==> src/sv/gmh_pkg.sv <==
// Shared types and constants of the grid mesh height query block.
// Holds widths, register indexes, controller states and the command and
// status bundles between gmh_ctrl and gmh_dp. Depends on nothing.
package gmh_pkg;

  // Default mesh size in cells
  localparam int CELLS_X_DEF = 16;
  localparam int CELLS_Z_DEF = 16;

  // Port widths
  localparam int CELL_W    = 13;
  localparam int VAL_W     = 32;
  localparam int VIDX_W    = 9;
  localparam int CFG_IDX_W = 3;

  // Cell counters cover up to 256 cells on a side
  localparam int CNT_W     = 8;
  localparam int CXW       = CELL_W + CNT_W + 1;  // cell size times cell count

  // Datapath widths, sized for the largest mesh
  localparam int PQ_W      = VAL_W + 1;           // point relative to origin
  localparam int COORD_W   = 40;                  // vertex coordinates
  localparam int ACC_W     = 56;                  // diagonal edge function
  localparam int DIFF_W    = 42;                  // point minus anchor vertex
  localparam int COEF_W    = 48;                  // cell size times height step
  localparam int MAG_A_W   = 47;
  localparam int CHUNK_W   = 16;
  localparam int MUL_STEPS = 3;
  localparam int MAG_B_W   = CHUNK_W * MUL_STEPS;
  localparam int PROD_W    = 88;
  localparam int TERM_W    = PROD_W + 1;
  localparam int NUM_W     = PROD_W + 2;
  localparam int NMAG_W    = PROD_W + 1;
  localparam int WD_W      = 2 * CELL_W;          // cell width times depth
  localparam int DEN_W     = WD_W + 16;
  localparam int QBITS     = 35;                  // quotient bits kept
  localparam int SUM_W     = 38;
  localparam int STEP_W    = 6;

  localparam logic [CELL_W-1:0] CELL_SIZE_RST = 13'd100;

  localparam logic OP_WRITE = 1'b0;
  localparam logic OP_QUERY = 1'b1;

  typedef enum logic [CFG_IDX_W-1:0] {
    CFG_CELL_WIDTH = 3'd0,
    CFG_CELL_DEPTH = 3'd1,
    CFG_ORIGIN_X   = 3'd2,
    CFG_ORIGIN_Y   = 3'd3,
    CFG_ORIGIN_Z   = 3'd4
  } cfg_idx_t;

  // Height fetch order
  localparam logic [1:0] HSEL_TL = 2'd0;
  localparam logic [1:0] HSEL_TR = 2'd1;
  localparam logic [1:0] HSEL_BL = 2'd2;
  localparam logic [1:0] HSEL_BR = 2'd3;

  localparam logic [STEP_W-1:0] READ_LAST = 6'd4;

  typedef enum logic [4:0] {
    ST_CLEAR,
    ST_IDLE,
    ST_PREP1,
    ST_PREP2,
    ST_PREP3,
    ST_WALK,
    ST_READ,
    ST_COEF,
    ST_LD1,
    ST_MUL1,
    ST_SGN1,
    ST_LD2,
    ST_MUL2,
    ST_SGN2,
    ST_NUM,
    ST_ABS,
    ST_DIVI,
    ST_DIV,
    ST_FIN,
    ST_MISS
  } state_t;

  typedef struct packed {
    logic       clr;
    logic       wr;
    logic       take;
    logic       prep1;
    logic       prep2;
    logic       prep3;
    logic       walk;
    logic       rd_en;
    logic [1:0] rd_sel;
    logic       cap_en;
    logic [1:0] cap_sel;
    logic       coef;
    logic       mul_load;
    logic       mul_sel;
    logic       mul_step;
    logic       mul_store;
    logic       num;
    logic       abs;
    logic       div_init;
    logic       div_step;
    logic       fin;
    logic       miss;
  } dp_cmd_t;

  typedef struct packed {
    logic clr_done;
    logic hit;
    logic last_cell;
  } dp_sts_t;

endpackage

==> src/sv/gmh_ctrl.sv <==
// Controller of the grid mesh height query block.
// Sequences clearing, the cell walk, height fetch, multiply and divide.
// Depends on gmh_pkg.
module gmh_ctrl (
  input  logic             clk,
  input  logic             rst_n,
  input  logic             start,
  input  logic             in_operation,
  input  gmh_pkg::dp_sts_t sts,
  output logic             busy,
  output gmh_pkg::dp_cmd_t cmd
);

  gmh_pkg::state_t                 state_r, state_nxt;
  logic [gmh_pkg::STEP_W-1:0]      cnt_r, cnt_nxt;

  // State and step counter
  always_ff @(posedge clk) begin
    if (!rst_n) begin
      state_r <= gmh_pkg::ST_CLEAR;
      cnt_r   <= '0;
    end else begin
      state_r <= state_nxt;
      cnt_r   <= cnt_nxt;
    end
  end

  // Next state
  always_comb begin
    state_nxt = state_r;
    cnt_nxt   = cnt_r;
    unique case (state_r)
      gmh_pkg::ST_CLEAR: begin
        if (sts.clr_done) state_nxt = gmh_pkg::ST_IDLE;
      end
      gmh_pkg::ST_IDLE: begin
        if (start && in_operation == gmh_pkg::OP_QUERY) state_nxt = gmh_pkg::ST_PREP1;
      end
      gmh_pkg::ST_PREP1: state_nxt = gmh_pkg::ST_PREP2;
      gmh_pkg::ST_PREP2: state_nxt = gmh_pkg::ST_PREP3;
      gmh_pkg::ST_PREP3: state_nxt = gmh_pkg::ST_WALK;
      gmh_pkg::ST_WALK: begin
        priority if (sts.hit) begin
          state_nxt = gmh_pkg::ST_READ;
          cnt_nxt   = '0;
        end else if (sts.last_cell) begin
          state_nxt = gmh_pkg::ST_MISS;
        end
      end
      gmh_pkg::ST_READ: begin
        cnt_nxt = cnt_r + 1'b1;
        if (cnt_r == gmh_pkg::READ_LAST) state_nxt = gmh_pkg::ST_COEF;
      end
      gmh_pkg::ST_COEF: state_nxt = gmh_pkg::ST_LD1;
      gmh_pkg::ST_LD1: begin
        state_nxt = gmh_pkg::ST_MUL1;
        cnt_nxt   = '0;
      end
      gmh_pkg::ST_MUL1: begin
        cnt_nxt = cnt_r + 1'b1;
        if (cnt_r == gmh_pkg::STEP_W'(gmh_pkg::MUL_STEPS - 1)) state_nxt = gmh_pkg::ST_SGN1;
      end
      gmh_pkg::ST_SGN1: state_nxt = gmh_pkg::ST_LD2;
      gmh_pkg::ST_LD2: begin
        state_nxt = gmh_pkg::ST_MUL2;
        cnt_nxt   = '0;
      end
      gmh_pkg::ST_MUL2: begin
        cnt_nxt = cnt_r + 1'b1;
        if (cnt_r == gmh_pkg::STEP_W'(gmh_pkg::MUL_STEPS - 1)) state_nxt = gmh_pkg::ST_SGN2;
      end
      gmh_pkg::ST_SGN2: state_nxt = gmh_pkg::ST_NUM;
      gmh_pkg::ST_NUM:  state_nxt = gmh_pkg::ST_ABS;
      gmh_pkg::ST_ABS:  state_nxt = gmh_pkg::ST_DIVI;
      gmh_pkg::ST_DIVI: begin
        state_nxt = gmh_pkg::ST_DIV;
        cnt_nxt   = '0;
      end
      gmh_pkg::ST_DIV: begin
        cnt_nxt = cnt_r + 1'b1;
        if (cnt_r == gmh_pkg::STEP_W'(gmh_pkg::QBITS - 1)) state_nxt = gmh_pkg::ST_FIN;
      end
      gmh_pkg::ST_FIN:  state_nxt = gmh_pkg::ST_IDLE;
      gmh_pkg::ST_MISS: state_nxt = gmh_pkg::ST_IDLE;
      default:          state_nxt = gmh_pkg::ST_IDLE;
    endcase
  end

  // Commands to the datapath
  always_comb begin
    cmd  = '0;
    busy = (state_r != gmh_pkg::ST_IDLE);
    unique case (state_r)
      gmh_pkg::ST_CLEAR: cmd.clr = 1'b1;
      gmh_pkg::ST_IDLE: begin
        if (start) begin
          if (in_operation == gmh_pkg::OP_QUERY) cmd.take = 1'b1;
          else cmd.wr = 1'b1;
        end
      end
      gmh_pkg::ST_PREP1: cmd.prep1 = 1'b1;
      gmh_pkg::ST_PREP2: cmd.prep2 = 1'b1;
      gmh_pkg::ST_PREP3: cmd.prep3 = 1'b1;
      gmh_pkg::ST_WALK:  cmd.walk  = 1'b1;
      gmh_pkg::ST_READ: begin
        cmd.rd_en   = (cnt_r != gmh_pkg::READ_LAST);
        cmd.rd_sel  = cnt_r[1:0];
        cmd.cap_en  = (cnt_r != '0);
        cmd.cap_sel = 2'(cnt_r - 1'b1);
      end
      gmh_pkg::ST_COEF: cmd.coef = 1'b1;
      gmh_pkg::ST_LD1:  cmd.mul_load = 1'b1;
      gmh_pkg::ST_MUL1: cmd.mul_step = 1'b1;
      gmh_pkg::ST_SGN1: cmd.mul_store = 1'b1;
      gmh_pkg::ST_LD2: begin
        cmd.mul_load = 1'b1;
        cmd.mul_sel  = 1'b1;
      end
      gmh_pkg::ST_MUL2: cmd.mul_step = 1'b1;
      gmh_pkg::ST_SGN2: begin
        cmd.mul_store = 1'b1;
        cmd.mul_sel   = 1'b1;
      end
      gmh_pkg::ST_NUM:  cmd.num      = 1'b1;
      gmh_pkg::ST_ABS:  cmd.abs      = 1'b1;
      gmh_pkg::ST_DIVI: cmd.div_init = 1'b1;
      gmh_pkg::ST_DIV:  cmd.div_step = 1'b1;
      gmh_pkg::ST_FIN:  cmd.fin      = 1'b1;
      gmh_pkg::ST_MISS: cmd.miss     = 1'b1;
      default:          cmd          = '0;
    endcase
  end

endmodule

==> config.mk <==
export PLATFORM = sky130hd
export DESIGN_NAME = gmh_ctrl
export DESIGN_NICKNAME = d
export VERILOG_FILES = /design/src/sv/gmh_pkg.sv /design/src/sv/gmh_ctrl.sv
export SDC_FILE = /design/constraint.sdc
export NUM_CORES = 1
export LEC_CHECK = 0
export BUFFER_PORTS_ARGS = -buffer_cell sky130_fd_sc_hd__buf_4
export CORE_MARGIN = 3
export CORE_UTILIZATION = 45
export CTS_CLUSTER_SIZE = 28
export DETAILED_ROUTE_END_ITERATION = 12
export GPL_ROUTABILITY_DRIVEN = 0
export PLACE_DENSITY = 0.74
export SYNTH_ARGS = -nofsm -noshare
export SYNTH_HDL_FRONTEND = slang
export SYNTH_SLANG_ARGS = --single-unit
export TNS_END_PERCENT = 100
==> constraint.sdc <==
create_clock -name clk -period 1.9 [get_ports clk]
set_input_delay 0.38 -clock clk [delete_from_list [all_inputs] [get_ports clk]]
set_output_delay 0.38 -clock clk [all_outputs]
set_load 0.01 [all_outputs]
==> results of run 1 <==
==> state kept, by name, indices dropped and copies added, names as in the netlist <==
name and flops:
cnt_r 6, state_r 5
==> layout by cell type (no fill, tap or decap), types with 2 or more instances in the layout <==
master	n
sky130_fd_sc_hd__nor2_4	2
sky130_fd_sc_hd__nand2b_1	5
sky130_fd_sc_hd__buf_8	2
sky130_fd_sc_hd__inv_1	5
sky130_fd_sc_hd__a311oi_1	4
sky130_fd_sc_hd__dfxtp_2	5
sky130_fd_sc_hd__dfxtp_4	2
sky130_fd_sc_hd__nor3_1	7
sky130_fd_sc_hd__buf_4	49
sky130_fd_sc_hd__clkbuf_4	3
sky130_fd_sc_hd__ha_1	2
sky130_fd_sc_hd__nand3_1	5
sky130_fd_sc_hd__nor4_1	2
sky130_fd_sc_hd__nor2_2	2
sky130_fd_sc_hd__nand2_1	13
sky130_fd_sc_hd__nor2_1	10
sky130_fd_sc_hd__dfxtp_1	4
sky130_fd_sc_hd__nor2b_1	4
sky130_fd_sc_hd__or2_4	2
sky130_fd_sc_hd__buf_6	6
sky130_fd_sc_hd__or3_4	2
sky130_fd_sc_hd__a22o_1	2
sky130_fd_sc_hd__inv_2	4
sky130_fd_sc_hd__and3_1	4
sky130_fd_sc_hd__o22ai_1	2
sky130_fd_sc_hd__a21oi_1	8
sky130_fd_sc_hd__o31a_1	2
sky130_fd_sc_hd__nor4_4	2
sky130_fd_sc_hd__o31ai_1	2
sky130_fd_sc_hd__o21ai_0	5
==> worst paths after layout <==
path              start    endpoint  slack, ps  depth (start not counted)
max          state_r[4]     cmd[11]        -90                          5
min               rst_n    cnt_r[1]        400                          3
max reg2reg    cnt_r[1]  state_r[2]         70                          7
min reg2reg  state_r[4]  state_r[3]        500                          1
==> cell families (layout without fill, tap and decap cells) <==
logic type               after synthesis  in the layout
XOR/XNOR                               2              2
multiplexers                           1              1
buffers and inverters                 22             72
flip-flops                            11             11
AND/OR/NAND/NOR                       71             71
adder cells (fa/ha/maj)                3              3
AO/OA/AOI/OAI                         34             34
==> critical path: cells and delay by family (launching register included) <==
family	cells	cell delay, ps
simple gates	3	690
flops	1	370
buf+inv	2	270
==> where the power goes <==
| part | internal, mW | total (mW) | switching [mW] |
|---|---|---|---|
| logic | 0.106 | 0.221 | 0.115 |
| registers | 0.235 | 0.240 | 0.00543 |
| clock network | 0.0815 | 0.159 | 0.0771 |
==> routing by layer <==
layer  track usage (%)  part of all wire (%)
met1              31.8                    41
met2              39.8                    48
met5                 0                     0
met3              4.36                   8.7
met4              2.49                   1.6
==> area by class of cell <==
cell class,count,area [sq um]
tap,27,33.8
clock buffer,4,26.3
inverter,10,37.5
multi-input combinational,111,830
sequential,11,234
timing repair buffer,58,478
fill,144,463
==> through the flow <==
stage	worst slack (ps)	power, mW	cell area (sq um)	cells	utilization [%]
6_report	-86.7	0.620	1640	221	78.0
5_1_grt	-130	0.651	1640	221	78.0
4_1_cts	-97.3	0.617	1480	212	70.5
3_5_place_dp	14.4	0.438	1370	205	65.2
3_3_place_gp	81.1	0.436	1370	205	65.2
2_1_floorplan	29.6	0.367	1060	144	-
==> what timing repair did <==
action,CTS,global route
setup endpoints to repair,11,16
setup buffers,3,9
gates resized for setup,21,22
pin swaps,2,6
==> implementation parameters, run 1 <==
Parameter                              Value

Status
  Result of the run ... complete, but fails checks
  Failing checks ... negative setup slack

Setup path
  Class of the most critical setup path ... flip-flop to primary output
  WP data arrival ... roughly 1600 ps
  Critical path launch point type ... flip-flop
  Critical Path, Cell by Cell ... or3_4 > or2_4 > buf_6 > nor2_2 > buf_4
  Master of the slowest instance on the critical path ... sky130_fd_sc_hd__dfxtp_4
  Critical Path Max Stage Delay ... around 370 ps
  Critical path peak fanout ... 5
  Worst setup EP type ... primary output
  Required time of the worst setup path ... 1520 ps

CTS
  CTS clock-pin slew for the worst setup and hold paths ... around 70 ps
  Hold-fix buffer count after cts ... 0
  Clock tree root driver cell ... sky130_fd_sc_hd__clkbuf_4
  Skew-Pair Late Insertion Delay ... approximately 270 ps
  # clock sinks ... 11
  Clock buffers created by TritonCTS ... 3
  Clock tree from TritonCTS ... done
  Maximum level of the CTS H-tree ... 1
  Clock Tree Buf Depth ... 2

Yosys
  Most frequent cell after synthesis ... sky130_fd_sc_hd__nor2_1
  Mapped cell area ... around 0.0011 sq mm
  Mux share of post-synthesis cell area ... less than 1%
  EDFF count, synth ... 0
  Post-Syn Nets ... ~150
  Number of synthesized register bits ... 11
  Number of cells produced by synthesis ... approximately 140
  XOR/XNOR share of the synthesized area ... 1.65%
  Synth top area cells ... sky130_fd_sc_hd__dfxtp_1, sky130_fd_sc_hd__nor2_1, sky130_fd_sc_hd__nand2_1
  Sequential share of the synthesized area ... approximately 21%
  Cell type contributing the most total cell area after synthesis ... sky130_fd_sc_hd__dfxtp_1
  Synthesized-area fraction occupied by adder cells ... under 10%
  Dominant combinational cell family by area after synthesis ... simple AND/OR/NAND/NOR gates
  Post-synthesis compound-gate area fraction ... about 24%
  Top post-synthesis cells by count ... sky130_fd_sc_hd__nor2_1, sky130_fd_sc_hd__nand2_1, sky130_fd_sc_hd__dfxtp_1, sky130_fd_sc_hd__a21oi_1, sky130_fd_sc_hd__inv_1
  Synth cell types ... between 40 and 50
  Async S/R FF share, synth ... 0%
  Mean cell area of the mapped netlist ... between 7 and 8 sq um
  Primary flip-flop cell chosen by synthesis mapping ... sky130_fd_sc_hd__dfxtp_1
  Proportion of netlist area held by the largest area contributor ... roughly a fifth
  Share of synthesized cell area in and, or, nand and nor gates ... approximately 39%
  Yosys warning total ... 0

GRT
  First-pass GRT wire length ... 5160 microns
  Aggregate global routing overflow ... 0
  Global-route usage over all layers ... between 20% and 30%
  Antenna violations before repair ... 0
  Vias in the first global route ... around 1.1k
  Largest net degree at the start of global routing ... 17

Final layout
  Synthesis-to-layout area growth ... 54.1%
  Final-stage net count ... approximately 200
  Antenna cell count ... 0
  Share of layout cells above drive strength 1 ... between 40% and 50%

Floorplanning
  Die outline width ... 54.6 microns
  Core Region ... 0.00210 sq mm
  Cell row count ... 16
  Number of primary I/O pins ... 32
  Die span in y ... ~55 microns
  Area enclosed by the die boundary ... just under 0.003 sq mm
  Initial core utilization ... 50.6%

Place
  Post-DP HPWL ... roughly 2300 microns
  Number of I/O port buffers ... 31

Pwr
  IR drop worst, VDD ... ~0.5 mV
  Power Dens Cells ... 378 mW/mm^2
  Static leakage power ... ~0.7 nW

STA
  Share of the clock period used by the worst path ... 105%
  Pin slew with the least headroom to its limit ... about 350 ps
  Crit path time final ... 1990 ps
  Final clock skew ... around 2.0 ps
  Number of max-slew violations in the final report ... 0
  Worst rel slew slack ... 76.6%
  Final WS setup ... -86.7 ps
  Final worst hold slack ... 402 ps
  Setup repair after global routing missed its margin ... yes
  Maximum achievable frequency ... about 500 MHz
  Total negative setup slack ... -404 ps
  Count of final hold-check violations ... 0
  Final Setup Violations ... 6

Route
  Routed wire per std cell ... between 15 and 20 microns
  Residual antenna-violating net count after detailed routing ... 0
  Via count of the routed design ... around 1.3k
  Drt drc ... 0
  1st-pass router iterations ... 4
  Total detailed-routing wirelength ... ~3500 microns
  Avg Vias per Cell ... 5.88
  First DRT Iteration DRCs ... 54

Worst hold path
  Hold Path Class ... primary input to flip-flop

Job
  Max cap viols ... 0
Note: power is estimated with default switching activity, not from simulation.
==> run 2: changes to the inputs <==
CELL_PAD_IN_SITES_DETAIL_PLACEMENT = 2   (was not set)
CELL_PAD_IN_SITES_GLOBAL_PLACEMENT = 2   (was not set)
CORE_UTILIZATION = 25   (was 45)
PLACE_DENSITY = not set   (was 0.74)
PLACE_DENSITY_LB_ADDON = 0.05   (was not set)
==> run 2 against run 1 <==
Net effect: the run still ends with negative setup slack left; first-iteration DRC count shrank 5.6%; global-route usage down 6.4 points; worst hold slack gained 30 ps; critical path type unchanged; critical endpoint is now cmd[16]; largest power group is now combinational logic.
==> implementation parameters, run 2 (synthesis results as in run 1) <==
Parameter                              Value

Pwr
  Net Sw Power ... 242 uW (+23%)
  IR drop worst, VDD ... 0.249 mV (-51%)
  Clock share of power ... 31.6% (+6.0 points)
  Power Dens Cells ... 444 mW/mm^2 (+17%)
  Part of the total power dissipated in sequential elements ... 31.1% (-7.7 points)
  Switching part of the total ... 31.4% (-0.42 points)
  Cell Int Power ... 528 uW (+25%)
  Combinational cell fraction of total power ... 37.4% (+1.7 points)
  Static leakage power ... 0.718 nW (+2.2%)

Route
  First DRT Iteration DRCs ... 51 (-5.6%)
  Total detailed-routing wirelength ... 4660 microns (+32%)
  Routed wire per std cell ... 18.6 microns (+17%)
  Via count of the routed design ... 1,283 (-1.3%)
  1st-pass router iterations ... 4 (unchanged)
  Met2 wire len ... 2380 microns (+40%)
  Avg Vias per Cell ... 5.11 (-13%)
  Drt drc ... 0 (unchanged)
  Wire length on met1 ... 2120 microns (+45%)
  Residual antenna-violating net count after detailed routing ... 0 (unchanged)
  Routed length on met3 ... 141 microns (-54%)
  Top layer in use ... met4

Setup path
  Class of the most critical setup path ... flip-flop to primary output
  WP data arrival ... 1550 ps (-60 ps)
  Worst setup EP type ... primary output
  Critical Path Source ... state_r[3]
  Critical path launch point type ... flip-flop
  R2R Path Start ... cnt_r[1]
  Critical path peak fanout ... 7 (+2)
  Required time of the worst setup path ... 1520 ps (about the same)

GRT
  First-pass GRT wire length ... 6950 microns (+35%)
  Largest net degree at the start of global routing ... 17 (unchanged)
  Antenna violations before repair ... 0 (unchanged)
  Vias in the first global route ... 1,318 (+19%)
  Global-route usage over all layers ... 17.2% (-6.4 points)
  Aggregate global routing overflow ... 0 (unchanged)

Status
  Result of the run ... complete, but fails checks
  Failing checks ... negative setup slack

Final layout
  Sequential cell area ... 235 sq um (+0.54%)
  Largest register FFs ... 6 (unchanged)
  Area of the multi-input gates ... 833 sq um (+0.45%)
  Share of layout cells above drive strength 1 ... 51.7% (+4.3 points)
  Top register by number of flip-flops ... cnt_r
  Antenna cell count ... 0 (unchanged)
  Most common library cell in the layout ignoring fill and taps ... sky130_fd_sc_hd__buf_4
  Synthesis-to-layout area growth ... 62.8%
  Core occupancy in the finished layout ... 42.7% (-35 points)
  Final-stage net count ... 212 (+3.4%)
  Fill count ... 466 (+220%)
  Registers with the most flip-flops ... cnt_r (6), state_r (5)
  Most used cells in the layout excluding fill and tap cells ... sky130_fd_sc_hd__buf_4, sky130_fd_sc_hd__nor2_1, sky130_fd_sc_hd__nand2_1
  Fin area ... 0.00173 sq mm (+5.6%)

STA
  Final WS setup ... -32.5 ps (+54.2 ps)
  Final Setup Violations ... 3 (-3)
  Number of max-slew violations in the final report ... 0 (unchanged)
  Crit path time final ... 1930 ps (-54.2 ps)
  Share of the clock period used by the worst path ... 102% (-2.9 points)
  Setup repair after global routing missed its margin ... yes
  Final clock skew ... 5.72 ps (+3.68 ps)
  Pin slew with the least headroom to its limit ... 323 ps (-27.6 ps)
  Count of final hold-check violations ... 0 (unchanged)
  Maximum achievable frequency ... 517 MHz (+2.8%)
  Total negative setup slack ... -35.3 ps (+368 ps)
  Final worst hold slack ... 432 ps (+29.8 ps)
  Worst rel slew slack ... 78.3% (+1.7 points)

Place
  Post-DP HPWL ... 3310 microns (+43%)
  Setup Slack @ Placement ... 57.6 ps (+43.2 ps)
  Number of I/O port buffers ... 31 (unchanged)
  DP Area ... 0.00147 sq mm (+7.0%)

Floorplanning
  Die outline width ... 71.2 microns (+30%)
  Number of primary I/O pins ... 32 (unchanged)
  Core Region ... 0.00406 sq mm (+93%)
  Die span in y ... 71.2 microns (+30%)
  Initial core utilization ... 26.2% (-24 points)
  Area enclosed by the die boundary ... 0.00507 sq mm (+70%)
  Cell row count ... 23 (+7)

CTS
  Hold-fix buffer count after cts ... 0 (unchanged)
  Clock buffers created by TritonCTS ... 3 (unchanged)
  Clock tree from TritonCTS ... done
  Clock Tree Buf Depth ... 2 (unchanged)
  Skew-Pair Late Insertion Delay ... 240 ps (-30 ps)
  Clock tree root driver cell ... sky130_fd_sc_hd__clkbuf_8
  # clock sinks ... 11 (unchanged)
  Maximum level of the CTS H-tree ... 1 (unchanged)
  CTS clock-pin slew for the worst setup and hold paths ... 60 ps (about the same)

Job
  Max cap viols ... 0 (unchanged)

Worst hold path
  Hold Path Class ... primary input to flip-flop
  Start point of the worst min-delay path ... rst_n
-- run 2: cell count changes in the layout (fill, tap and decap cells not counted), sizes merged --
| cell | change |
|---|---|
| dlymetal6s2s | -1 |
| clkinvlp | +1 |
| clkbuf | +2 |
| inv | -1 |
| buf | +6 |
-- run 2: stage by stage --
| stage | instances | total power, mW |
|---|---|---|
| global placement | 237 | 0.452 |
| detailed placement | 237 | 0.458 |
| global route | 251 | 0.822 |
| floorplan | 144 | 0.367 |
| finish | 251 | 0.769 |
| CTS | 243 | 0.715 |
-- run 2: path summary, 6_finish.rpt --
| kind | to | slack [ps] | cells after the start |
|---|---|---|---|
| max | cmd[16] | -30 | 4 |
| min | state_r[1] | 430 | 2 |
| max reg2reg | state_r[2] | 90 | 8 |
| min reg2reg | cnt_r[1] | 530 | 2 |
-- run 2: power by group through the flow --
stage | sequential, mW | combinational, mW | clock [mW]
after floorplan | 0.243 | 0.124 | 0
after global routing | 0.239 | 0.312 | 0.270
after CTS | 0.243 | 0.225 | 0.247
final | 0.239 | 0.287 | 0.243
after global placement | 0.246 | 0.206 | 0
after detailed placement | 0.247 | 0.211 | 0
-- run 2: final cells by class --
| type | count | share of cell area (%) |
|---|---|---|
| Timing Repair Buffer | 65 | 29.7 |
| Sequential cell | 11 | 13.6 |
| Multi-Input combinational cell | 111 | 48.1 |
| Tap cell | 50 | 3.61 |
| Inverter | 10 | 2.38 |
| Clock buffer | 4 | 2.60 |
-- run 2: timing repair --
| item | in CTS | in global routing |
|---|---|---|
| buffers inserted | 2 | 8 |
| gates cloned | 0 | 0 |
| pin swaps | 1 | 10 |
| endpoints found under the hold margin | 0 | 0 |
| gates resized for setup | 13 | 27 |
| setup endpoints to repair | 16 | 20 |
-- run 2: per-layer routing --
layer,track usage [%],vias up
met1,24.4,628
met3,3.65,4
met2,27.6,23
li1,-,628
met5,0,-
met4,1.88,0
-- run 2: worst max-delay path, stage by stage, from the launching register on --
cell and delay (ps):
sky130_fd_sc_hd__dfxtp_2 320, sky130_fd_sc_hd__or3_4 390, sky130_fd_sc_hd__or2_4 290, sky130_fd_sc_hd__a31oi_4 180
sky130_fd_sc_hd__buf_6 130
